--- config.mk ---
export PLATFORM = sky130hd
export DESIGN_NAME = cag_ctrl
export DESIGN_NICKNAME = d
export VERILOG_FILES = /design/src/hdl/cag_pkg.sv /design/src/hdl/cag_ctrl.sv
export SDC_FILE = /design/constraint.sdc
export NUM_CORES = 1
export LEC_CHECK = 0
export BUFFER_PORTS_ARGS = -buffer_cell sky130_fd_sc_hd__buf_4
export CORE_ASPECT_RATIO = 1.5
export CORE_MARGIN = 1
export CORE_UTILIZATION = 55
export CTS_BUF_LIST = sky130_fd_sc_hd__clkbuf_2 sky130_fd_sc_hd__clkbuf_4 sky130_fd_sc_hd__clkbuf_8
export CTS_CLUSTER_SIZE = 14
export DETAILED_ROUTE_END_ITERATION = 16
export PLACE_DENSITY_LB_ADDON = 0.08
export SKIP_LAST_GASP = 1
export SLEW_MARGIN = 20
export SYNTH_ARGS = -nofsm -noshare
export SYNTH_HDL_FRONTEND = slang
export SYNTH_SLANG_ARGS = --single-unit
--- constraint.sdc ---
create_clock -name i_clk -period 10.8 [get_ports i_clk]
set_input_delay 2.16 -clock i_clk [delete_from_list [all_inputs] [get_ports i_clk]]
set_output_delay 2.16 -clock i_clk [all_outputs]
set_load 0.01 [all_outputs]
--- src/hdl/cag_pkg.sv ---
`timescale 1ns / 1ps
// ----------------------------------------------------------------------------
// cag_pkg
// Shared types, constants and the cell successor function for the cyclic
// automaton grid step unit.
// ----------------------------------------------------------------------------
package cag_pkg;

    localparam int DEF_MAX_WIDTH  = 256;
    localparam int DEF_MAX_HEIGHT = 256;

    localparam int CELL_W      = 3;
    localparam int INDEX_W     = 16;
    localparam int KIND_W      = 2;
    localparam int CFG_DIM_W   = 9;
    localparam int CFG_STATE_W = 4;
    localparam int APB_AW      = 4;
    localparam int APB_DW      = 32;

    localparam logic [CFG_DIM_W-1:0]   RST_GRID_WIDTH  = 9'd256;
    localparam logic [CFG_DIM_W-1:0]   RST_GRID_HEIGHT = 9'd256;
    localparam logic [CFG_STATE_W-1:0] RST_STATE_COUNT = 4'd7;
    localparam logic [CFG_STATE_W-1:0] MIN_STATES      = 4'd2;
    localparam logic [CFG_STATE_W-1:0] MAX_STATES      = 4'd8;

    // register index, taken from paddr[3:2]
    typedef enum logic [1:0] {
        REG_GRID_WIDTH  = 2'd0,
        REG_GRID_HEIGHT = 2'd1,
        REG_STATE_COUNT = 2'd2,
        REG_UNUSED      = 2'd3
    } t_reg_idx;

    typedef enum logic [KIND_W-1:0] {
        KIND_WRITE   = 2'd0,
        KIND_READ    = 2'd1,
        KIND_ADVANCE = 2'd2,
        KIND_NOP     = 2'd3
    } t_kind;

    typedef enum logic [2:0] {
        ST_IDLE,
        ST_READ,
        ST_PRIME,
        ST_ADV0,
        ST_ADV1,
        ST_FLUSH
    } t_state;

    // effective (clamped) configuration
    typedef struct packed {
        logic [CFG_DIM_W-1:0]   width;
        logic [CFG_DIM_W-1:0]   height;
        logic [CFG_STATE_W-1:0] states;
    } t_cfg;

    typedef struct packed {
        logic we_a;
        logic we_b;
    } t_bank_we;

    // (value + 1) mod states, states in 2..8, so at most four subtractions
    function automatic logic [CELL_W-1:0] succ(input logic [CELL_W-1:0] value,
                                               input logic [CFG_STATE_W-1:0] states);
        logic [CFG_STATE_W-1:0] v;
        v = {1'b0, value} + 4'd1;
        for (int k = 0; k < 4; k++) begin
            if (v >= states) begin
                v = v - states;
            end
        end
        return v[CELL_W-1:0];
    endfunction

endpackage

--- src/hdl/cag_ctrl.sv ---
`timescale 1ns / 1ps
// ----------------------------------------------------------------------------
// cag_ctrl
// Item sequencer: cell writes and reads on the current bank, and the
// generation sweep that reads the current bank and writes the other one.
// ----------------------------------------------------------------------------
module cag_ctrl #(
    parameter int DEPTH = cag_pkg::DEF_MAX_WIDTH * cag_pkg::DEF_MAX_HEIGHT,
    parameter int AW    = $clog2(DEPTH),
    parameter int CW    = $clog2(DEPTH + 1)
) (
    input  logic                        i_clk,
    input  logic                        i_rst_n,
    input  cag_pkg::t_cfg               i_cfg,
    input  logic                        i_start,
    output logic                        o_busy,
    input  logic [cag_pkg::KIND_W-1:0]  i_kind,
    input  logic [cag_pkg::INDEX_W-1:0] i_cell_index,
    input  logic [cag_pkg::CELL_W-1:0]  i_cell_value,
    output logic                        o_strobe,
    output logic [cag_pkg::CELL_W-1:0]  o_read_value,
    output cag_pkg::t_bank_we           o_bank_we,
    output logic [AW-1:0]               o_waddr,
    output logic [cag_pkg::CELL_W-1:0]  o_wdata,
    output logic [AW-1:0]               o_raddr_0,
    output logic [AW-1:0]               o_raddr_1,
    input  logic [cag_pkg::CELL_W-1:0]  i_bank_a_rd0,
    input  logic [cag_pkg::CELL_W-1:0]  i_bank_a_rd1,
    input  logic [cag_pkg::CELL_W-1:0]  i_bank_b_rd0,
    input  logic [cag_pkg::CELL_W-1:0]  i_bank_b_rd1
);

    localparam int SW = CW + 1;

    cag_pkg::t_state r_state, n_state;
    cag_pkg::t_kind  kind;

    logic                          r_active;
    logic                          r_first;
    logic                          r_oor;
    logic [CW-1:0]                 r_idx;
    logic [cag_pkg::CFG_DIM_W-1:0] r_col;
    logic [cag_pkg::CELL_W-1:0]    r_left;
    logic [cag_pkg::CELL_W-1:0]    r_center;
    logic [cag_pkg::CELL_W-1:0]    r_right;
    logic [cag_pkg::CELL_W-1:0]    r_up;
    logic [AW-1:0]                 r_paddr;
    logic                          r_has_left;
    logic                          r_has_right;
    logic                          r_has_up;
    logic                          r_has_down;

    logic [2*cag_pkg::CFG_DIM_W-1:0] area;
    logic [CW-1:0]                   total;
    logic [SW-1:0]                   w_ext;
    logic [SW-1:0]                   idx_ext;
    logic                            in_range;
    logic                            last_cell;
    logic                            col_wrap;
    logic [cag_pkg::CELL_W-1:0]      rd0;
    logic [cag_pkg::CELL_W-1:0]      rd1;
    logic [cag_pkg::CELL_W-1:0]      s_val;
    logic                            hit;
    logic [cag_pkg::CELL_W-1:0]      new_val;
    logic                            accept;

    assign kind      = cag_pkg::t_kind'(i_kind);
    assign area      = i_cfg.width * i_cfg.height;
    assign total     = CW'(area);
    assign w_ext     = SW'(i_cfg.width);
    assign idx_ext   = SW'(r_idx);
    assign in_range  = i_cell_index < total;
    assign last_cell = (idx_ext + SW'(1)) == SW'(total);
    assign col_wrap  = ({1'b0, r_col} + 10'd1) == {1'b0, i_cfg.width};
    assign accept    = i_start && (r_state == cag_pkg::ST_IDLE);

    // current bank holds the live generation
    assign rd0 = r_active ? i_bank_b_rd0 : i_bank_a_rd0;
    assign rd1 = r_active ? i_bank_b_rd1 : i_bank_a_rd1;

    // rd1 carries the lower neighbor of the cell being finished
    assign s_val   = cag_pkg::succ(r_center, i_cfg.states);
    assign hit     = (r_has_left  && (r_left   == s_val)) ||
                     (r_has_right && (r_right  == s_val)) ||
                     (r_has_up    && (r_up     == s_val)) ||
                     (r_has_down  && (rd1      == s_val));
    assign new_val = hit ? s_val : r_center;

    always_comb begin
        n_state = r_state;
        unique case (r_state)
            cag_pkg::ST_IDLE: begin
                if (i_start) begin
                    priority case (kind)
                        cag_pkg::KIND_READ:    n_state = cag_pkg::ST_READ;
                        cag_pkg::KIND_ADVANCE: n_state = cag_pkg::ST_PRIME;
                        default:               n_state = cag_pkg::ST_IDLE;
                    endcase
                end
            end
            cag_pkg::ST_READ:  n_state = cag_pkg::ST_IDLE;
            cag_pkg::ST_PRIME: n_state = cag_pkg::ST_ADV0;
            cag_pkg::ST_ADV0:  n_state = cag_pkg::ST_ADV1;
            cag_pkg::ST_ADV1:  n_state = last_cell ? cag_pkg::ST_FLUSH : cag_pkg::ST_ADV0;
            cag_pkg::ST_FLUSH: n_state = cag_pkg::ST_IDLE;
            default:           n_state = cag_pkg::ST_IDLE;
        endcase
    end

    always_comb begin
        o_busy         = r_state != cag_pkg::ST_IDLE;
        o_strobe       = 1'b0;
        o_read_value   = '0;
        o_bank_we.we_a = 1'b0;
        o_bank_we.we_b = 1'b0;
        o_waddr        = r_paddr;
        o_wdata        = new_val;
        o_raddr_0      = AW'(idx_ext + SW'(1));
        o_raddr_1      = AW'(idx_ext - w_ext);
        unique case (r_state)
            cag_pkg::ST_IDLE: begin
                o_raddr_0 = AW'(i_cell_index);
                o_waddr   = AW'(i_cell_index);
                o_wdata   = i_cell_value;
                if (accept && (kind == cag_pkg::KIND_WRITE) && in_range) begin
                    o_bank_we.we_a = !r_active;
                    o_bank_we.we_b = r_active;
                end
            end
            cag_pkg::ST_READ: begin
                o_strobe     = 1'b1;
                o_read_value = r_oor ? '0 : rd0;
            end
            cag_pkg::ST_PRIME: begin
                o_raddr_0 = '0;
            end
            cag_pkg::ST_ADV0: begin
                if (!r_first) begin
                    o_bank_we.we_a = r_active;
                    o_bank_we.we_b = !r_active;
                end
            end
            cag_pkg::ST_ADV1: begin
                o_raddr_1 = AW'(idx_ext + w_ext);
            end
            cag_pkg::ST_FLUSH: begin
                o_bank_we.we_a = r_active;
                o_bank_we.we_b = !r_active;
            end
            default: ;
        endcase
    end

    always_ff @(posedge i_clk) begin
        if (!i_rst_n) begin
            r_state  <= cag_pkg::ST_IDLE;
            r_active <= 1'b0;
        end else begin
            r_state <= n_state;
            if (r_state == cag_pkg::ST_FLUSH) begin
                r_active <= !r_active;
            end
        end
    end

    always_ff @(posedge i_clk) begin
        unique case (r_state)
            cag_pkg::ST_IDLE: begin
                r_oor <= !in_range;
            end
            cag_pkg::ST_PRIME: begin
                r_first <= 1'b1;
                r_idx   <= '0;
                r_col   <= '0;
            end
            cag_pkg::ST_ADV0: begin
                if (r_first) begin
                    r_center <= rd0;
                end else begin
                    r_left   <= r_center;
                    r_center <= r_right;
                end
            end
            cag_pkg::ST_ADV1: begin
                r_right     <= rd0;
                r_up        <= rd1;
                r_paddr     <= AW'(r_idx);
                r_has_left  <= r_col != '0;
                r_has_right <= !col_wrap;
                r_has_up    <= idx_ext >= w_ext;
                r_has_down  <= (idx_ext + w_ext) < SW'(total);
                r_first     <= 1'b0;
                if (!last_cell) begin
                    r_idx <= r_idx + CW'(1);
                    r_col <= col_wrap ? '0 : r_col + cag_pkg::CFG_DIM_W'(1);
                end
            end
            default: ;
        endcase
    end

endmodule

Yosys cells after proc, flatten, opt, wreduce, memory -nomap -nowiden
Cells that the tools add are included.
- register bits: 64
- bits in latches: 0
- RAM bits: 0
- memory bits (read-only): 0
- word-level logic and storage cells: 98
- memories: 0
- $add $sub $neg: 11
- multiply operators: 1
- divide/modulo/power cells: 0
- magnitude comparators: 7
- equality and inequality tests: 15
- shift operators: 0
- mux-type cells: 28
- bitwise gates (word level): 1
- reduce and logical (&&, ||, !) cells: 20
- operators with widths (operator ; number):
    one-hot mux 17 bit (2 select lines) ; 1
    two-way mux 16 bit ; 2
    one-hot mux 16 bit (2 select lines) ; 1
    two-way mux 3 bit ; 10
    adder 17 x 1 -> 18 bit (second input constant) ; 1
    adder 17 x 9 -> 18 bit ; 1
    equality test 18 x 17 -> 1 bit ; 1
    less-than comparator 18 x 17 -> 1 bit ; 1
    two-way mux 9 bit ; 2
    one-hot mux 9 bit (2 select lines) ; 1
    adder 17 x 1 -> 17 bit (second input constant) ; 1
    greater-or-equal comparator 17 x 9 -> 1 bit ; 1
    less-than comparator 16 x 17 -> 1 bit ; 1
    multiplier 9 x 9 -> 17 bit ; 1
    two-way mux 17 bit ; 1
    greater-or-equal comparator 4 bit ; 4
    subtractor 16 x 9 -> 16 bit ; 1
    equality test 3 bit ; 4
    two-way mux 4 bit ; 3
    one-hot mux 3 bit (4 select lines) ; 1
    subtractor 4 bit ; 3
    adder 9 x 1 -> 10 bit (second input constant) ; 1
    equality test 10 x 9 -> 1 bit ; 1
    adder 9 x 1 -> 9 bit (second input constant) ; 1
    23 further kinds ; 38

Longest topological paths before layout
- word-level depth: 16
- mapped depth: 33

Worst setup path after synthesis
Ideal clock, no wire load.
- path kind: input to output
- start: in i_cfg[1] (netlist bit)
- end: out o_wdata[0] (netlist bit)
- data arrival time: 8.672 ns
- required time: 8.640 ns
- setup slack: -0.032 ns
- stages: 27
- path buffers: 0
- cells stage by stage: inv_1 ha_1 a21bo_1 a211oi_2 mux2i_1 inv_1 ha_1 fa_1 a31oi_1 nor2_1 mux2_2 fa_1 a21boi_1 o21ai_2 mux2_1 ha_1 fa_1 a21boi_1 o21a_1 and2_1 a22oi_1 and3_1 o221ai_1 o221ai_1 a22oi_2 or3_1 a31oi_1
- longest elaborated chain between the ends: 15
- RTL lines (what ; RTL line ; RTL):
    from (decl) ; cag_ctrl.sv:14 ; input cag_pkg::t_cfg i_cfg,
    subtractor 4 bit / greater-or-equal comparator 4 bit (equally long branches) ; cag_pkg.sv:69, cag_pkg.sv:68 ;
    two-way mux 4 bit ; cag_pkg.sv:68 ; if (v >= states) begin
    subtractor 4 bit / greater-or-equal comparator 4 bit (equally long branches) ; cag_pkg.sv:69, cag_pkg.sv:68 ;
    two-way mux 4 bit ; cag_pkg.sv:68 ;
    subtractor 4 bit / greater-or-equal comparator 4 bit (equally long branches) ; cag_pkg.sv:69, cag_pkg.sv:68 ;
    two-way mux 4 bit ; cag_pkg.sv:68 ;
    greater-or-equal comparator 4 bit / subtractor 3 bit (equally long branches) ; cag_pkg.sv:68, cag_pkg.sv:69 ;
    two-way mux 3 bit * ; cag_pkg.sv:68 ;
    equality test 3 bit, on equally long branches ; cag_ctrl.sv:83, cag_ctrl.sv:84 ;
    logical AND 1 bit, on equally long branches ; cag_ctrl.sv:83, cag_ctrl.sv:84 ;
    logical OR 1 bit ; cag_ctrl.sv:83 ; assign hit = (r_has_left && (r_left == s_val)) ||
    logical OR 1 bit ; cag_ctrl.sv:84 ; (r_has_right && (r_right == s_val)) ||
    logical OR 1 bit ; cag_ctrl.sv:85 ; (r_has_up && (r_up == s_val)) ||
    two-way mux 3 bit * ; cag_ctrl.sv:87 ; assign new_val = hit ? s_val : r_center;
    two-way mux 3 bit * ; cag_ctrl.sv:120 ; unique case (r_state)
    to (decl) ; cag_ctrl.sv:24 ; output logic [cag_pkg::CELL_W-1:0] o_wdata,
Every way passes the cells marked *; elsewhere a longest branch is shown, timed or not.

Worst setup path in the final report
- start: in i_cfg[0] (netlist bit)
- end: out o_wdata[2] (netlist bit)
Same word-level chain as after synthesis.

==> key figures <==
Routing
  – Post-route ant nets: 0
  – First-pass iteration count of the detailed router: 5
  – DR vias: between 7000 and 8000
  – Residual DRC: 0
  – Total Wirelength: ~24000 microns
  – WL per Instance: approximately 18 microns
  – Number of vias per cell: 5.649
  – Initial DRC Count: approximately 430

Yosys
  – Simple-Gate Fraction of Synth Area: 18.15%
  – Most area-consuming cells after synthesis: edfxtp_1 20%, ha_1 15%, fa_1 12%
  – Post-synth ARST share: 0%
  – Mapped Area: about 0.0089 sq mm
  – Post-Synth Adder-Cell Area: 27.28%
  – Flop and latch count out of synthesis: 64
  – Post-Synth XOR/XNOR Area: around a tenth
  – Yosys cell types: just under 70
  – Most numerous cell in the Yosys netlist: nand2_1
  – Most frequent cells after synthesis: 139 x nand2_1, 112 x inv_1, 105 x ha_1
  – Post-synth EDFFs: 60
  – Complex-gate fraction of the synthesized area: between 10% and 20%
  – Synth Instances: around 1000
  – Warning count from the yosys run: 0
  – Most used DFF post-synth: edfxtp_1
  – Sequential-to-total area share from yosys stat: 21.26%
  – Synth Net Count: around 1300
  – Proportion of synthesized area in mux cells: under 10%
  – Synth area leader: edfxtp_1
  – Largest family of logic cells by synthesized area: adder cells
  – Top cell type's share of synthesized area: approximately a fifth
  – Syn Area/Cell: roughly 8.6 sq um

Worst setup path
  – Worst EP arrival: roughly 8.6 ns
  – R2r setup slk: 5.82 ns
  – WP data required: approximately 8.6 ns
  – CP startpoint: i_cfg[0]
  – Register-to-Register Path Depth: 17
  – Worst setup EP type: output pin
  – Worst setup path endpoint: o_wdata[2]
  – CP peak stage delay: around 0.4 ns
  – Critical Path Fanout Max: 4
  – FF-to-FF Start: r_idx[0]
  – RR Endpoint: r_has_down
  – Crit path top cell by count: fa_2
  – WS Path Type: in2out
  – Crit start category: primary input
  – Crit-path slowest cell: fa_2

Clocking
  – CTS tree: done
  – Insertion delay to the later sink of the worst-skew pair: around 0.35 ns
  – Root buffer cell: clkbuf_8
  – Clock Sinks: 64
  – # H-tree levels: 3
  – Total CTS buffers: 9
  – CTS Buffer Depth: 2
  – Reg clk slew, reported paths: 0.08 ns

Floorplanning
  – Initial Utilization: a little under three fifths
  – Die Wd: 105.6 microns
  – Die height: 157.4 microns
  – # rows: between 50 and 60
  – Die Area: ~0.017 sq mm
  – # IOs: 116
  – Core Box Area: ~0.016 sq mm

Cells and area
  – Layout cells sized above 1: between 15 and 20%
  – Area grow syn2layout: 17.98%
  – Antenna Cells: 0
  – Final Non-Filler Cells: 1356
  – Final Util: between 60% and 70%
  – Final #Nets: 1366

STA
  – Worst hold slack: around 0.62 ns
  – Slew Viols, Final: 0
  – Final min period: 10.71 ns
  – Fin crit share: between 90 and 100%
  – Slew margin rel.: between 20 and 30%
  – Setup Skew: approximately 0.0075 ns
  – Max frequency: between 0.09 and 0.1 GHz
  – Worst Max-Slew Pin Slew: 1.053 ns
  – Final worst slack: 0.09490 ns
  – Final Hold Vio Count: 0
  – Final number of setup-violating endpoints: 0

GRT
  – GRT overflow: 0
  – Overall Global Routing Usage: 29.06%
  – Largest net degree at the start of global routing: 37
  – Antenna violations before repair: 0
  – Vias in the first global route: roughly 7700
  – First-pass GRT wire length: between 30000 and 40000 microns

Power
  – VDD IR max: ~100 uV
  – Static leakage: slightly below 5 nW
  – P per Cell Area: between 150 and 200 mW/mm^2

Hold path
  – Worst Hold Class: reg2reg

Placement
  – GP Congestion: 0.9531
  – Dpl cells: roughly 1300
  – Setup WS pre-CTS: -0.1223 ns
  – Port bufs: between 100 and 150
  – Detailed Place HPWL: about 20000 microns

Run
  – MaxCap Viol Count: 0

Run status
  – Status: finished clean
registers in the layout (all words and copies together) (netlist names):
name,cells
r_idx,17
r_paddr,16
r_col,9
r_center,3
r_left,3
r_right,3
r_state,3
r_up,3
r_active,1
r_first,1
r_has_down,1
r_has_left,1
r_has_right,1
r_has_up,1
r_oor,1
area by class of cell:
cell class / count / area (sq um)
inverters: 121 / 454.2
fillers: 1398 / 5251
repair buffers: 143 / 1085
well taps: 203 / 254.0
clock inverters: 6 / 90.09
multi-input cells: 809 / 6541
flip-flops and latches: 64 / 1882
clock buffers: 10 / 137.6
repair_timing:
item                                    4_1_cts  5_1_grt
endpoints found under the setup margin        3        3
hold buffers                                  0        0
setup buffers                                 0        8
pin swaps                                     2       17
resized for setup                             4       39
logic make-up after synthesis:
group,count (synthesis)
simple gates,343
compound gates,188
buf+inv,162
fa+ha+maj,160
xor+xnor,99
flops,64
mux,19
power by group:
part | internal, mW | leakage (nW) | total (mW) | switching [mW]
Combinational | 0.596 | 4.17 | 1.33 | 0.735
Clock | 0.137 | 0.113 | 0.236 | 0.0990
Sequential | 0.278 | 0.582 | 0.286 | 0.00808
Total | 1.01 | 4.86 | 1.85 | 0.842
layer usage:
metal  vias up  global-route usage (%)  routed length (microns)
met5         -                       0                        0
met4         0                   14.55                     1016
met3        60                   3.313                      759
met2       209                   57.68                    13160
met1      3655                   29.61                     8976
li1       3736                       -                        -
critical path, delay by kind of cell:
family / cells / cell delay, ns
AO/OA/AOI/OAI: 13 / 2.35
adder cells (fa/ha/maj): 8 / 2.06
multiplexers: 3 / 0.84
AND/OR/NAND/NOR: 4 / 0.77
buffers and inverters: 3 / 0.37
cell usage in the layout (no fill, tap or decap), drive strengths merged, types with 35 or more instances in the layout:
cell type  count
nand2        139
fa            55
buf          143
xor2          36
xnor2         61
nor2          67
ha           105
o21ai         46
edfxtp        60
and2          35
a21oi         50
inv          120
stage by stage:
stage | TNS (ns) | power, mW | cell area [sq um]
final | 0 | 1.853 | 10440
after global routing | -0.4483 | 2.024 | 10440
after CTS | 0 | 1.816 | 10210
after detailed placement | -0.2858 | 1.571 | 9965
after global placement | 0 | 1.549 | 9965
after floorplan | 0 | 1.224 | 8859
how the worst min path moves through the flow:
stage,to,startpoint,cells past startpoint
3_3_place_gp,r_paddr[8],r_idx[8],0
5_1_grt,r_paddr[4],r_idx[4],0
3_5_place_dp,r_paddr[8],r_idx[8],0
2_1_floorplan,r_paddr[11],r_idx[11],0
6_report,r_left[2],r_center[2],0
4_1_cts,r_paddr[4],r_idx[4],0
Note: power is estimated with default switching activity, not from simulation.
