**src/hdl/cag_pkg.sv**
```systemverilog
`timescale 1ns / 1ps
// ----------------------------------------------------------------------------
// cag_pkg
// Shared types, constants and the cell successor function for the cyclic
// automaton grid step unit.
// ----------------------------------------------------------------------------
package cag_pkg;

    localparam int DEF_MAX_WIDTH  = 256;
    localparam int DEF_MAX_HEIGHT = 256;

    localparam int CELL_W      = 3;
    localparam int INDEX_W     = 16;
    localparam int KIND_W      = 2;
    localparam int CFG_DIM_W   = 9;
    localparam int CFG_STATE_W = 4;
    localparam int APB_AW      = 4;
    localparam int APB_DW      = 32;

    localparam logic [CFG_DIM_W-1:0]   RST_GRID_WIDTH  = 9'd256;
    localparam logic [CFG_DIM_W-1:0]   RST_GRID_HEIGHT = 9'd256;
    localparam logic [CFG_STATE_W-1:0] RST_STATE_COUNT = 4'd7;
    localparam logic [CFG_STATE_W-1:0] MIN_STATES      = 4'd2;
    localparam logic [CFG_STATE_W-1:0] MAX_STATES      = 4'd8;

    // register index, taken from paddr[3:2]
    typedef enum logic [1:0] {
        REG_GRID_WIDTH  = 2'd0,
        REG_GRID_HEIGHT = 2'd1,
        REG_STATE_COUNT = 2'd2,
        REG_UNUSED      = 2'd3
    } t_reg_idx;

    typedef enum logic [KIND_W-1:0] {
        KIND_WRITE   = 2'd0,
        KIND_READ    = 2'd1,
        KIND_ADVANCE = 2'd2,
        KIND_NOP     = 2'd3
    } t_kind;

    typedef enum logic [2:0] {
        ST_IDLE,
        ST_READ,
        ST_PRIME,
        ST_ADV0,
        ST_ADV1,
        ST_FLUSH
    } t_state;

    // effective (clamped) configuration
    typedef struct packed {
        logic [CFG_DIM_W-1:0]   width;
        logic [CFG_DIM_W-1:0]   height;
        logic [CFG_STATE_W-1:0] states;
    } t_cfg;

    typedef struct packed {
        logic we_a;
        logic we_b;
    } t_bank_we;

    // (value + 1) mod states, states in 2..8, so at most four subtractions
    function automatic logic [CELL_W-1:0] succ(input logic [CELL_W-1:0] value,
                                               input logic [CFG_STATE_W-1:0] states);
        logic [CFG_STATE_W-1:0] v;
        v = {1'b0, value} + 4'd1;
        for (int k = 0; k < 4; k++) begin
            if (v >= states) begin
                v = v - states;
            end
        end
        return v[CELL_W-1:0];
    endfunction

endpackage

```
**src/hdl/cag_regs.sv**
```systemverilog
`timescale 1ns / 1ps
// ----------------------------------------------------------------------------
// cag_regs
// APB configuration registers with clamping to the usable grid and state
// ranges.
// ----------------------------------------------------------------------------
module cag_regs #(
    parameter int MAX_WIDTH  = cag_pkg::DEF_MAX_WIDTH,
    parameter int MAX_HEIGHT = cag_pkg::DEF_MAX_HEIGHT
) (
    input  logic                       i_clk,
    input  logic                       i_rst_n,
    input  logic                       psel,
    input  logic                       penable,
    input  logic                       pwrite,
    input  logic [cag_pkg::APB_AW-1:0] paddr,
    input  logic [cag_pkg::APB_DW-1:0] pwdata,
    output logic [cag_pkg::APB_DW-1:0] prdata,
    output logic                       pready,
    output cag_pkg::t_cfg              o_cfg
);

    logic [cag_pkg::CFG_DIM_W-1:0]   r_grid_width;
    logic [cag_pkg::CFG_DIM_W-1:0]   r_grid_height;
    logic [cag_pkg::CFG_STATE_W-1:0] r_state_count;
    cag_pkg::t_reg_idx               reg_idx;
    logic                            wr_en;

    assign pready  = 1'b1;
    assign reg_idx = cag_pkg::t_reg_idx'(paddr[3:2]);
    assign wr_en   = psel && penable && pwrite && pready;

    always_ff @(posedge i_clk) begin
        if (!i_rst_n) begin
            r_grid_width  <= cag_pkg::RST_GRID_WIDTH;
            r_grid_height <= cag_pkg::RST_GRID_HEIGHT;
            r_state_count <= cag_pkg::RST_STATE_COUNT;
        end else if (wr_en) begin
            unique case (reg_idx)
                cag_pkg::REG_GRID_WIDTH:  r_grid_width  <= pwdata[cag_pkg::CFG_DIM_W-1:0];
                cag_pkg::REG_GRID_HEIGHT: r_grid_height <= pwdata[cag_pkg::CFG_DIM_W-1:0];
                cag_pkg::REG_STATE_COUNT: r_state_count <= pwdata[cag_pkg::CFG_STATE_W-1:0];
                default: ;
            endcase
        end
    end

    always_comb begin
        unique case (reg_idx)
            cag_pkg::REG_GRID_WIDTH:
                prdata = {{(cag_pkg::APB_DW-cag_pkg::CFG_DIM_W){1'b0}}, r_grid_width};
            cag_pkg::REG_GRID_HEIGHT:
                prdata = {{(cag_pkg::APB_DW-cag_pkg::CFG_DIM_W){1'b0}}, r_grid_height};
            cag_pkg::REG_STATE_COUNT:
                prdata = {{(cag_pkg::APB_DW-cag_pkg::CFG_STATE_W){1'b0}}, r_state_count};
            default:
                prdata = '0;
        endcase
    end

    // clamp to 1..MAX and 2..8
    always_comb begin
        if (r_grid_width == '0) begin
            o_cfg.width = cag_pkg::CFG_DIM_W'(1);
        end else if (r_grid_width > MAX_WIDTH) begin
            o_cfg.width = cag_pkg::CFG_DIM_W'(MAX_WIDTH);
        end else begin
            o_cfg.width = r_grid_width;
        end

        if (r_grid_height == '0) begin
            o_cfg.height = cag_pkg::CFG_DIM_W'(1);
        end else if (r_grid_height > MAX_HEIGHT) begin
            o_cfg.height = cag_pkg::CFG_DIM_W'(MAX_HEIGHT);
        end else begin
            o_cfg.height = r_grid_height;
        end

        if (r_state_count < cag_pkg::MIN_STATES) begin
            o_cfg.states = cag_pkg::MIN_STATES;
        end else if (r_state_count > cag_pkg::MAX_STATES) begin
            o_cfg.states = cag_pkg::MAX_STATES;
        end else begin
            o_cfg.states = r_state_count;
        end
    end

endmodule

```
**config.mk**
```make
export PLATFORM = sky130hd
export DESIGN_NAME = cag_regs
export DESIGN_NICKNAME = d
export VERILOG_FILES = /design/src/hdl/cag_pkg.sv /design/src/hdl/cag_regs.sv
export SDC_FILE = /design/constraint.sdc
export NUM_CORES = 1
export LEC_CHECK = 0
export BUFFER_PORTS_ARGS = -buffer_cell sky130_fd_sc_hd__buf_4
export CORE_ASPECT_RATIO = 0.5
export CORE_MARGIN = 2
export CORE_UTILIZATION = 44
export DETAILED_ROUTE_END_ITERATION = 16
export MAX_ROUTING_LAYER = met4
export PLACE_DENSITY = 0.84
export SYNTH_ARGS = -nofsm -noshare
export SYNTH_HDL_FRONTEND = slang
export SYNTH_SLANG_ARGS = --single-unit
export TNS_END_PERCENT = 100
```
**constraint.sdc**
```tcl
create_clock -name i_clk -period 2.4 [get_ports i_clk]
set_input_delay 0.12 -clock i_clk [delete_from_list [all_inputs] [get_ports i_clk]]
set_output_delay 0.12 -clock i_clk [all_outputs]
set_load 0.02 [all_outputs]
```
# --- Word level (Yosys, flattened, before mapping) ---
# Cells that the tools add are included.
word_totals:
  ff_bits: 22
  inputBits: 41
  output_inout_bits: 55
classes:
  magnitude_cmp: 4
  n_eq_ne: 2
  muxes: 7
  n_reduce_logical: 8
ops:
  columns: ["operator", "count"]
  rows:
  - ["9-bit two-way mux", 4]
  - ["9-bit case mux with 3 select lines", 1]
  - ["9-bit greater-than comparator, second input constant", 2]
  - ["9-bit zero test", 2]
  - ["4-bit two-way mux", 2]
  - ["2-bit AND reduction", 3]
  - ["4-bit greater-than comparator, second input constant", 1]
  - ["4-bit by 2-bit < comparator with 1-bit output, second input constant", 1]
  - ["2-bit by 1-bit equality test with 1-bit output, second input constant", 1]
  - ["2-bit equality test, second input constant", 1]
  - ["1-bit logical AND", 2]
  - ["2-bit zero test", 1]

# --- Logic depth before layout (Yosys ltp) ---
# Gate-level depths: netlist (run 1).
depth:
  depth_word: 3
  ltp_mapped: 4
  depth_no_buf: 3

# --- Least setup slack after synthesis (run 1) ---
# OpenSTA, ideal clock, no wires.
synth_timing:
  path_kind: "reg2out"
  start: "register r_grid_height[8] (netlist name)"
  end: "output port prdata[8] (netlist name)"
  t_arrival_ns: 0.972
  slack_ns: 1.308
  stages_incl_launch_ff: 4
  n_path_buf: 1
  cell_sequence: "dfxtp_1 -> clkbuf_1 -> mux2i_1 -> nor2_1"
synth_between:
  elab_chain_cells: 1
synth_rtl:
  columns: ["item", "line", "source"]
  rows:
  - ["start, declared", "cag_regs.sv:24", "logic [cag_pkg::CFG_DIM_W-1:0] r_grid_height;"]
  - ["start signal, assigned", "cag_regs.sv:36", "r_grid_height <= cag_pkg::RST_GRID_HEIGHT;"]
  - ["start signal, assigned", "cag_regs.sv:41", "cag_pkg::REG_GRID_HEIGHT: r_grid_height <= pwdata[cag_pkg::CFG_DIM_W-1:0];"]
  - ["9-bit case mux with 3 select lines", "cag_regs.sv:49", "unique case (reg_idx)"]
  - ["end, declared", "cag_regs.sv:18", "output logic [cag_pkg::APB_DW-1:0] prdata,"]
# Every way passes these cells.

==> metrics.md, run 1 <==
| Metric | Value |
|---|---|
| Root buf cell | `clkbuf_8` |
| Synth Register Bits | `22` |
| Layout Area Growth over Synthesis | `20.46%` |
| Setup_tns | `0 ps` |
| Crit-path cells | `nor4_1, a21oi_1, nor2_1, buf_4` |
| Setup crit end kind | `output pin` |
| RSZ-0062 raised after global routing | `no` |
| Cell area after synthesis | `1400 µm²` |
| Worst VDD drop | `265.4 µV` |
| Reg-to-Reg End | `r_grid_height[8]` |
| Routed vias/inst | `4.678` |
| Antenna-violating nets left | `0` |
| # resized after CTS | `0` |
| Worst path depth | `4` |
| Reg2Reg Depth | `2` |
| Post-Synthesis Cells | `169` |
| Final GP Congestion | `0.8478` |
| CTS sink cnt | `22` |
| Slew Viols, Final | `0` |
| Routed wire length | `2.924 mm` |
| Wire per inst | `11.93 µm` |
| First DRT Iteration DRCs | `45` |
| Fillers | `277` |
| Initial antenna violation count | `0` |
| Ratio of final minimum period to clock period | `62.31%` |
| Worst Setup SP | `r_grid_height[6]` |
| Die area | `3677 µm²` |
| Final Hold Viols | `0` |
| Seq/Total Area, Yosys | `31.46%` |
| Placed cells | `241` |
| Pwr Total | `763.3 µW` |
| Top Usage Layer GRT | `met2` |
| Fin Hold WS | `116.2 ps` |
| Startpoint types | `flip-flop` |
| Share of the synthesized area in the top cell type | `31.46%` |
| Vias | `1146` |
| Met1 Resource Use GR | `19.44%` |
| CTS tree | `done` |
| Crit path buf inv count | `1` |
| First-pass GRT wire length | `4.560 mm` |
| GR Util met2 | `27.68%` |
| Antenna cells | `0` |
| Syn avg cell area | `8.285 µm²` |
| Endpoints failing setup | `0` |
| Pwr/cell area | `452.5 nW/µm²` |
| CP endpoint | `o_cfg[4]` |
| Top-count cell post-synth | `nand2_1` |
| First-pass DRT Iterations | `4` |
| RR Startpoint | `r_grid_height[8]` |
| IO Pins | `96` |
| CTS max path bufs | `2` |
| Crit-path max FO | `4` |
| Total Routing Usage GR | `16.22%` |
| IO buf count | `46` |
| Fmax | `668.7 MHz` |
| Floorplan die width | `83.78 µm` |
| Vias in the first global route | `1040` |
| Post-layout nets | `247` |
| Clk slew on worst S/H paths | `80 ps` |
| Main flop type after synthesis | `dfxtp_1` |
| # Post-CTS Setup Buffers | `0` |
| Flop2flop setup slack | `1540 ps` |
| CTS H-tree depth | `1` |
| Critical path class | `reg2out` |
| Post-route DRC | `0` |
| Largest net degree at the start of global routing | `32` |
| HPWL after DPL | `2.234 mm` |
| Critical path data arrival time | `1380 ps` |
| Max stage delay on crit path | `370 ps` |
| Starting Density | `46.47%` |
| EDFF count, synth | `0` |
| Hold-fix buffers at CTS | `0` |
| Post-synth top cells | `nand2_1 (29), mux2i_1 (28), buf_4 (24), dfxtp_1 (22), nor2b_1 (18)` |
| TritonCTS Buffers | `3` |
| Worst-skew pair later-pin latency | `260 ps` |
| Met3 Use GR | `3.238%` |
| Top post-synthesis cells by area | `dfxtp_1 (31%), mux2i_1 (20%), buf_4 (13%)` |
| FP Rows | `14` |
| FFs w/ async S/R, synth | `0%` |
| Slowest CP cell | `nor4_1` |
| Yosys cell types | `22` |
| Period minus WS final | `1496 ps` |
| Cell taking the most area after synthesis | `dfxtp_1` |
| Die Span Y | `43.89 µm` |
| Leak Pwr | `0.8267 nW` |
| Core Area | `3013 µm²` |
| Setup Skew | `0 ps` |
| Max Cap Violations | `0` |
| CP required | `2280 ps` |
| Final cell count without fillers | `245` |
| Total gr overflow | `0` |
| CP top delay family | `simple AND/OR/NAND/NOR gates` |
| Min-Delay Path Class | `in2reg` |
| Status | `complete, no violations` |
| Yosys warnings | `0` |
| Layout cells sized above 1 | `26.83%` |
==> cell usage in the layout, fill, tap and decap left out, types with 4 or more instances in the layout <==
cell type  instances
buf_4             47
nand2_1           29
mux2i_1           28
conb_1            24
dfxtp_1           22
nor2b_1           18
nor2_1             8
o21ai_0            4
clkbuf_8           4
==> cell families after synthesis <==
logic type / share of synthesized area (%)
AO/OA/AOI/OAI: 4.647
buffers and inverters: 18.95
flip-flops: 31.46
multiplexers: 20.02
other: 0.5364
AND/OR/NAND/NOR: 24.40
==> per-stage QoR <==
step	util, %	worst slack, ps	instance area [µm²]
after floorplan	-	1308	1483
after CTS	55.98	915.3	1687
after detailed placement	54.15	1145	1632
after global placement	54.15	1185	1632
after global routing	55.98	857.1	1687
final	55.98	904.5	1687
==> worst min-delay path, cell delays in order <==
cell      delay (ps)
buf_4             80
nand3_1           50
o211ai_1          80
==> power breakdown <==
| group | total (mW) | internal (mW) | switching, mW |
|---|---|---|---|
| sequential | 0.376 | 0.370 | 0.00584 |
| combinational | 0.125 | 0.0435 | 0.0815 |
| clock | 0.263 | 0.146 | 0.116 |
==> state kept, by name (all words and copies together), names as in the netlist <==
register,count
r_grid_height,9
r_grid_width,9
r_state_count,4
==> how the worst min path moves through the flow <==
stage	from	end	cells after the start	slack, ps
floorplan	pwdata[0]	r_grid_height[0]	2	280
global placement	pwdata[2]	r_state_count[2]	3	380
detailed placement	pwdata[2]	r_state_count[2]	3	390
CTS	pwdata[2]	r_state_count[2]	3	110
global route	pwdata[2]	r_state_count[2]	3	130
finish	pwdata[1]	r_state_count[1]	3	120
==> layer usage <==
metal	part of all wire [%]	up-vias
met5	0	-
li1	-	577
met3	4.5	4
met2	48	33
met4	1.2	0
met1	46	532
==> cell type report <==
type	count	area [µm²]	share of cell area (%)
tap	40	50.05	2.967
sequential	22	440.4	26.11
timing repair buffer	47	352.8	20.92
clock buffer	4	55.05	3.264
multi-input combinational	129	777.0	46.07
inverter	3	11.26	0.6677
Note: power is estimated with default switching activity, not from simulation.
==> inputs of run 2 (changes only) <==
--- a/config.mk
+++ b/config.mk
@@ -8,10 +8,10 @@
 export BUFFER_PORTS_ARGS = -buffer_cell sky130_fd_sc_hd__buf_4
 export CORE_ASPECT_RATIO = 0.5
 export CORE_MARGIN = 2
-export CORE_UTILIZATION = 44
+export CORE_UTILIZATION = 41
 export DETAILED_ROUTE_END_ITERATION = 16
 export MAX_ROUTING_LAYER = met4
-export PLACE_DENSITY = 0.84
+export PLACE_DENSITY = 0.79
 export SYNTH_ARGS = -nofsm -noshare
 export SYNTH_HDL_FRONTEND = slang
 export SYNTH_SLANG_ARGS = --single-unit
==> constraint.sdc (replaced) <==
create_clock -name i_clk -period 1.4 [get_ports i_clk]
set_input_delay 0.07 -clock i_clk [delete_from_list [all_inputs] [get_ports i_clk]]
set_output_delay 0.07 -clock i_clk [all_outputs]
set_load 0.02 [all_outputs]
==> run 2 against run 1 <==
- combinational power increased by 78%
- sequential cell count stayed put
- final cell count is 1.2% higher
- via count rose by 1.9%
- core utilization decreased by 0.71 points
==> metrics.md, run 2 (same netlist as run 1, synthesis figures left out) <==
| Metric | Value |
|---|---|
| Status | `complete, no violations` |
| Vias | `1168` |
| Final cell count without fillers | `248` |
| Slew Viols, Final | `0` |
| Setup crit end kind | `output pin` |
| Root buf cell | `clkbuf_8` |
| CTS sink cnt | `22` |
| Largest net degree at the start of global routing | `32` |
| CP required | `1330 ps` |
| TritonCTS Buffers | `3` |
| Fin Hold WS | `70.97 ps` |
| Pwr/cell area | `759.6 nW/µm²` |
| # Post-CTS Setup Buffers | `0` |
| Crit-path cells | `nor4_4, a21oi_1, nor2_1, buf_4` |
| Routed vias/inst | `4.710` |
| Flop2flop setup slack | `520 ps` |
| Slowest CP cell | `dfxtp_2` |
| Startpoint types | `flip-flop` |
| Die Span Y | `45.32 µm` |
| Reg2Reg Depth | `3` |
| Worst-skew pair later-pin latency | `260 ps` |
| Floorplan die width | `86.64 µm` |
| CTS H-tree depth | `1` |
| Starting Density | `44.65%` |
| Post-route DRC | `0` |
| Registers with the most flip-flops | `r_grid_height: 9 flops, r_grid_width: 9 flops, r_state_count: 4 flops` |
| HPWL after DPL | `2.379 mm` |
| Wire per inst | `12.48 µm` |
| Final GP Congestion | `0.8363` |
| Die area | `3927 µm²` |
| Leak Pwr | `0.8497 nW` |
| Vias in the first global route | `1029` |
| Endpoints failing setup | `0` |
| IO Pins | `96` |
| Reg-to-Reg End | `r_grid_width[8]` |
| CTS max path bufs | `2` |
| First DRT Iteration DRCs | `93` |
| Hold Path Cell Cnt | `3` |
| First-pass DRT Iterations | `4` |
| Layout Area Growth over Synthesis | `23.77%` |
| Crit-path max FO | `4` |
| Antenna cells | `0` |
| Leading cell type in the layout, fill and taps excluded | `buf_4` |
| Worst hold endpoint | `r_state_count[1]` |
| Post-layout nets | `250` |
| Setup_tns | `0 ps` |
| Hold-fix buffers at CTS | `0` |
| Critical path class | `reg2out` |
| Placed cells | `244` |
| Most frequent cells in the layout | `buf_4 (50), nand2_1 (29), mux2i_1 (28), conb_1 (24), dfxtp_1 (20)` |
| Max Cap Violations | `0` |
| FP Rows | `14` |
| Critical path data arrival time | `1260 ps` |
| Period minus WS final | `1328 ps` |
| Routed wire length | `3.095 mm` |
| First-pass GRT wire length | `4.836 mm` |
| Final Hold Viols | `0` |
| RSZ-0062 raised after global routing | `yes` |
| Total Routing Usage GR | `17.20%` |
| Max stage delay on crit path | `350 ps` |
| Clk slew on worst S/H paths | `80 ps` |
| Core Area | `3136 µm²` |
| Fillers | `287` |
| CP top delay family | `simple AND/OR/NAND/NOR gates` |
| Final design utilization | `55.27%` |
| CTS tree | `done` |
| Fmax | `753.1 MHz` |
| Setup Skew | `0 ps` |
| Worst VDD drop | `264.5 µV` |
| Ratio of final minimum period to clock period | `94.85%` |
| Pwr Total | `1.316 mW` |
| IO buf count | `46` |
| Antenna-violating nets left | `0` |
| Total gr overflow | `0` |
| Min-Delay Path Class | `in2reg` |
| RR Startpoint | `r_grid_width[8]` |
| Layout cells sized above 1 | `29.81%` |
| Initial antenna violation count | `0` |
| Critical hold path startpoint | `pwdata[1]` |
| Crit path buf inv count | `1` |
run 2: cell types whose count changed in the layout (fill, tap and decap cells not counted), sizes merged:
cell,previous run,this run
buf,47,50
run 2: repair_timing:
action	in CTS	in global routing
setup endpoints to repair	1	2
cloned	0	0
pin swaps	0	2
gates resized for setup	1	4
run 2: per-stage QoR:
step,instance area (µm²),setup WS [ps]
6_report,1733,72.09
5_1_grt,1733,-9.879
3_5_place_dp,1654,274.5
3_3_place_gp,1654,317.3
2_1_floorplan,1483,357.9
4_1_cts,1715,26.98
run 2: layer usage:
metal	vias up	track usage, %	wire length (µm)
li1	577	-	-
met1	532	19.87	1318
met2	53	29.69	1511
met3	6	4.022	209
met4	0	6.875	56
met5	-	-	0
run 2: layout make-up:
class	instances	area (µm²)	share of cell area [%]
clock buffer	4	55.05	3.177
tap	40	50.05	2.888
timing repair buffer	50	375.4	21.66
inverter	3	11.26	0.6498
sequential	22	442.9	25.56
multi-input combinational	129	798.3	46.07
run 2: where the power goes:
group / internal [mW] / switching, mW
Combinational: 0.0793 / 0.143
Sequential: 0.634 / 0.00936
Clock: 0.251 / 0.200
run 2: how the worst max path moves through the flow:
stage / from / endpoint / slack, ps / cells past startpoint
2_1_floorplan: r_grid_height[8] / prdata[8] / 360 / 3
5_1_grt: r_grid_width[4] / o_cfg[13] / -10 / 4
3_3_place_gp: r_grid_height[6] / o_cfg[4] / 320 / 4
3_5_place_dp: r_grid_height[6] / o_cfg[4] / 270 / 4
6_report: r_grid_height[2] / o_cfg[4] / 70 / 4
4_1_cts: r_grid_height[6] / o_cfg[4] / 30 / 4
run 2: worst min-delay path: stages:
cell      delay (ps)
buf_4             90
nand3_1           60
o211ai_1          80
==> inputs of run 3 (changes only) <==
--- a/config.mk
+++ b/config.mk
@@ -5,13 +5,14 @@
 export SDC_FILE = /design/constraint.sdc
 export NUM_CORES = 1
 export LEC_CHECK = 0
+export ABC_AREA = 1
 export BUFFER_PORTS_ARGS = -buffer_cell sky130_fd_sc_hd__buf_4
 export CORE_ASPECT_RATIO = 0.5
 export CORE_MARGIN = 2
-export CORE_UTILIZATION = 41
+export CORE_UTILIZATION = 37
 export DETAILED_ROUTE_END_ITERATION = 16
 export MAX_ROUTING_LAYER = met4
-export PLACE_DENSITY = 0.79
+export PLACE_DENSITY = 0.75
 export SYNTH_ARGS = -nofsm -noshare
 export SYNTH_HDL_FRONTEND = slang
 export SYNTH_SLANG_ARGS = --single-unit
==> constraint.sdc (replaced) <==
create_clock -name i_clk -period 1.15 [get_ports i_clk]
set_input_delay 0.0575 -clock i_clk [delete_from_list [all_inputs] [get_ports i_clk]]
set_output_delay 0.0575 -clock i_clk [all_outputs]
set_load 0.02 [all_outputs]
==> run 3 against run 2 <==
- the run now ends with setup timing left
- final cell count is 26% higher
- setup slack worse by 310 ps
- synthesized cell count is 21% higher
- core utilization is 0.46 points higher
- die area is 11% higher
- wire length is 19% higher
- clock-buffer cell count stayed put
- first-iteration DRC count is 9.7% lower
- clock power is 26% higher
- highest routed layer unchanged
==> metrics.md, run 3 <==
| Metric | Value |
|---|---|
| First-pass DRT Iterations | `4` |
| Main flop type after synthesis | `dfxtp_1` |
| Crit-path cells | `nor2_4, nand2_2, o21ai_2, inv_2, nor2_2, buf_6` |
| Setup WS post-layout | `-233.1 ps` |
| First DRT Iteration DRCs | `84` |
| Layout Area Growth over Synthesis | `39.82%` |
| Syn avg cell area | `6.897 µm²` |
| Final Hold Viols | `0` |
| CTS tree | `done` |
| Critical path data arrival time | `1330 ps` |
| Mux contribution to synthesized area | `0%` |
| Post-synth top cells | `nor2_1 (51), buf_4 (24), dfxtp_1 (22), inv_1 (22), nand2_1 (22)` |
| WL met3 | `160 µm` |
| CP required | `1090 ps` |
| Post-layout nets | `303` |
| TritonCTS Buffers | `3` |
| Wire per inst | `11.80 µm` |
| Top post-synthesis cells by area | `dfxtp_1 (31%), nor2_1 (14%), buf_4 (13%)` |
| Registers with the most flip-flops | `r_grid_height: 9 flops, r_grid_width: 9 flops, r_state_count: 4 flops` |
| EDFF count, synth | `0` |
| Top-count cell post-synth | `nor2_1` |
| Pwr/cell area | `885.4 nW/µm²` |
| Finished Cell Area | `1977 µm²` |
| Initial antenna violation count | `0` |
| RSZ-0062 raised after global routing | `yes` |
| Max stage delay on crit path | `350 ps` |
| Min-Delay Path Class | `in2reg` |
| Vias in the first global route | `1163` |
| Total Routing Usage GR | `16.54%` |
| Leak Pwr | `0.9535 nW` |
| Most frequent cells in the layout | `buf_4 (51), nor2_1 (42), conb_1 (24), nand2_1 (21), dfxtp_2 (16)` |
| Yosys cell types | `25` |
| Vias | `1404` |
| Worst VDD drop | `414.6 µV` |
| Share of the synthesized area in the top cell type | `31.15%` |
| Routed wire length | `3.682 mm` |
| Synth Register Bits | `22` |
| Setup Skew | `0 ps` |
| Crit-path max FO | `4` |
| Largest net degree at the start of global routing | `23` |
| Seq/Total Area, Yosys | `31.15%` |
| Fin Hold WS | `3.310 ps` |
| Final GP Congestion | `0.9124` |
| Antenna cells | `0` |
| Max Cap Violations | `0` |
| Compound-Gate Fraction of Synth Area | `16.46%` |
| Period minus WS final | `1383 ps` |
| IO Pins | `96` |
| Violated checks | `setup timing` |
| Starting Density | `39.86%` |
| Post-synthesis simple-gate area fraction | `28.67%` |
| Status | `finished with violations` |
| Core Area | `3547 µm²` |
| Final cell count without fillers | `312` |
| Total gr overflow | `0` |
| Endpoints failing setup | `9` |
| Die area | `4362 µm²` |
| Final design utilization | `55.73%` |
| Highest routed layer | `met4` |
| XOR/XNOR share of the synthesized area | `0%` |
| Ratio of final minimum period to clock period | `120.3%` |
| IO buf count | `46` |
| HPWL after DPL | `2.807 mm` |
| FP Rows | `15` |
| Slowest CP cell | `dfxtp_2` |
| Crit path buf inv count | `2` |
| Cell taking the most area after synthesis | `dfxtp_1` |
| Wire length on met2 | `1.739 mm` |
| Slew Viols, Final | `0` |
| CP top delay family | `flip-flops` |
| CTS H-tree depth | `1` |
| Worst-skew pair later-pin latency | `260 ps` |
| CTS max path bufs | `2` |
| Hold-fix buffers at CTS | `0` |
| Startpoint types | `flip-flop` |
| Antenna-violating nets left | `0` |
| Floorplan die width | `91.42 µm` |
| Clk slew on worst S/H paths | `90 ps` |
| Leading cell type in the layout, fill and taps excluded | `buf_4` |
| Die Span Y | `47.71 µm` |
| Pwr Total | `1.750 mW` |
| Main combinational cell family by area after synthesis | `simple AND/OR/NAND/NOR gates` |
| Root buf cell | `clkbuf_8` |
| Yosys warnings | `0` |
| FFs w/ async S/R, synth | `0%` |
| CTS sink cnt | `22` |
| Setup crit end kind | `output pin` |
| Placed cells | `299` |
| Post-Synth Adder-Cell Area | `0%` |
| Post-Synthesis Cells | `205` |
| Placed cell areas | `1724 µm²` |
| Met1 wire length | `1.687 mm` |
| Layout cells sized above 1 | `50.57%` |
| Critical path class | `reg2out` |
| Fmax | `723.0 MHz` |
| Routed vias/inst | `4.500` |
| First-pass GRT wire length | `5.244 mm` |
| Post-route DRC | `0` |
| Cell area after synthesis | `1414 µm²` |
run 3: changes by cell type after synthesis, moves of 10 or more:
cell and delta:
o21ai_1 +10, inv_1 +19, nor2_1 +43, mux2i_1 -28, nor2b_1 -18
run 3: power breakdown:
part / internal [mW] / leakage (nW) / switching [mW]
registers: 0.778 / 0.184 / 0.0146
logic: 0.134 / 0.741 / 0.256
clock network: 0.306 / 0.0288 / 0.261
total: 1.22 / 0.953 / 0.532
run 3: metal layers:
layer,vias up,global-route usage [%]
met5,-,-
met4,0,7.273
met3,10,3.465
met2,47,27.79
met1,646,20.06
li1,701,-
run 3: cells by family (layout without fill, tap and decap cells):
logic type	Yosys count	count (layout)
other	2	24
AO/OA/AOI/OAI	33	33
AND/OR/NAND/NOR	90	90
buffers and inverters	58	92
flip-flops	22	22
run 3: area by class of cell:
type	instances	area, µm²
timing repair buffer	61	495.5
fill	318	1570
tap	51	63.81
multi-input combinational	147	797.0
sequential	22	464.2
inverter	27	101.3
clock buffer	4	55.05
run 3: stage by stage:
step	TNS [ps]	setup slack, ps
finish	-1399	-233.1
global route	-2138	-300.5
CTS	-1267	-209.1
detailed placement	0	12.56
global placement	0	66.87
floorplan	0	96.99
run 3: what timing repair did:
| action | in CTS | in global routing |
|---|---|---|
| pin swaps | 10 | 16 |
| buffers inserted | 7 | 2 |
| endpoints found under the setup margin | 11 | 15 |
| resized for setup | 24 | 30 |
run 3: worst min-delay path, delay by kind of cell:
kind	cells	cell delay (ps)
simple gates	1	50
compound gates	1	50
buf+inv	1	90
run 3: final timing paths:
kind | start | end | slack, ps | cells after the start
worst max-delay path | r_grid_width[5] | o_cfg[14] | -230 | 6
worst min-delay path | pwdata[8] | r_grid_width[8] | 3 | 3
worst max register to register | r_grid_width[2] | r_grid_width[2] | 320 | 4
worst min register to register | r_grid_height[3] | r_grid_height[3] | 500 | 2
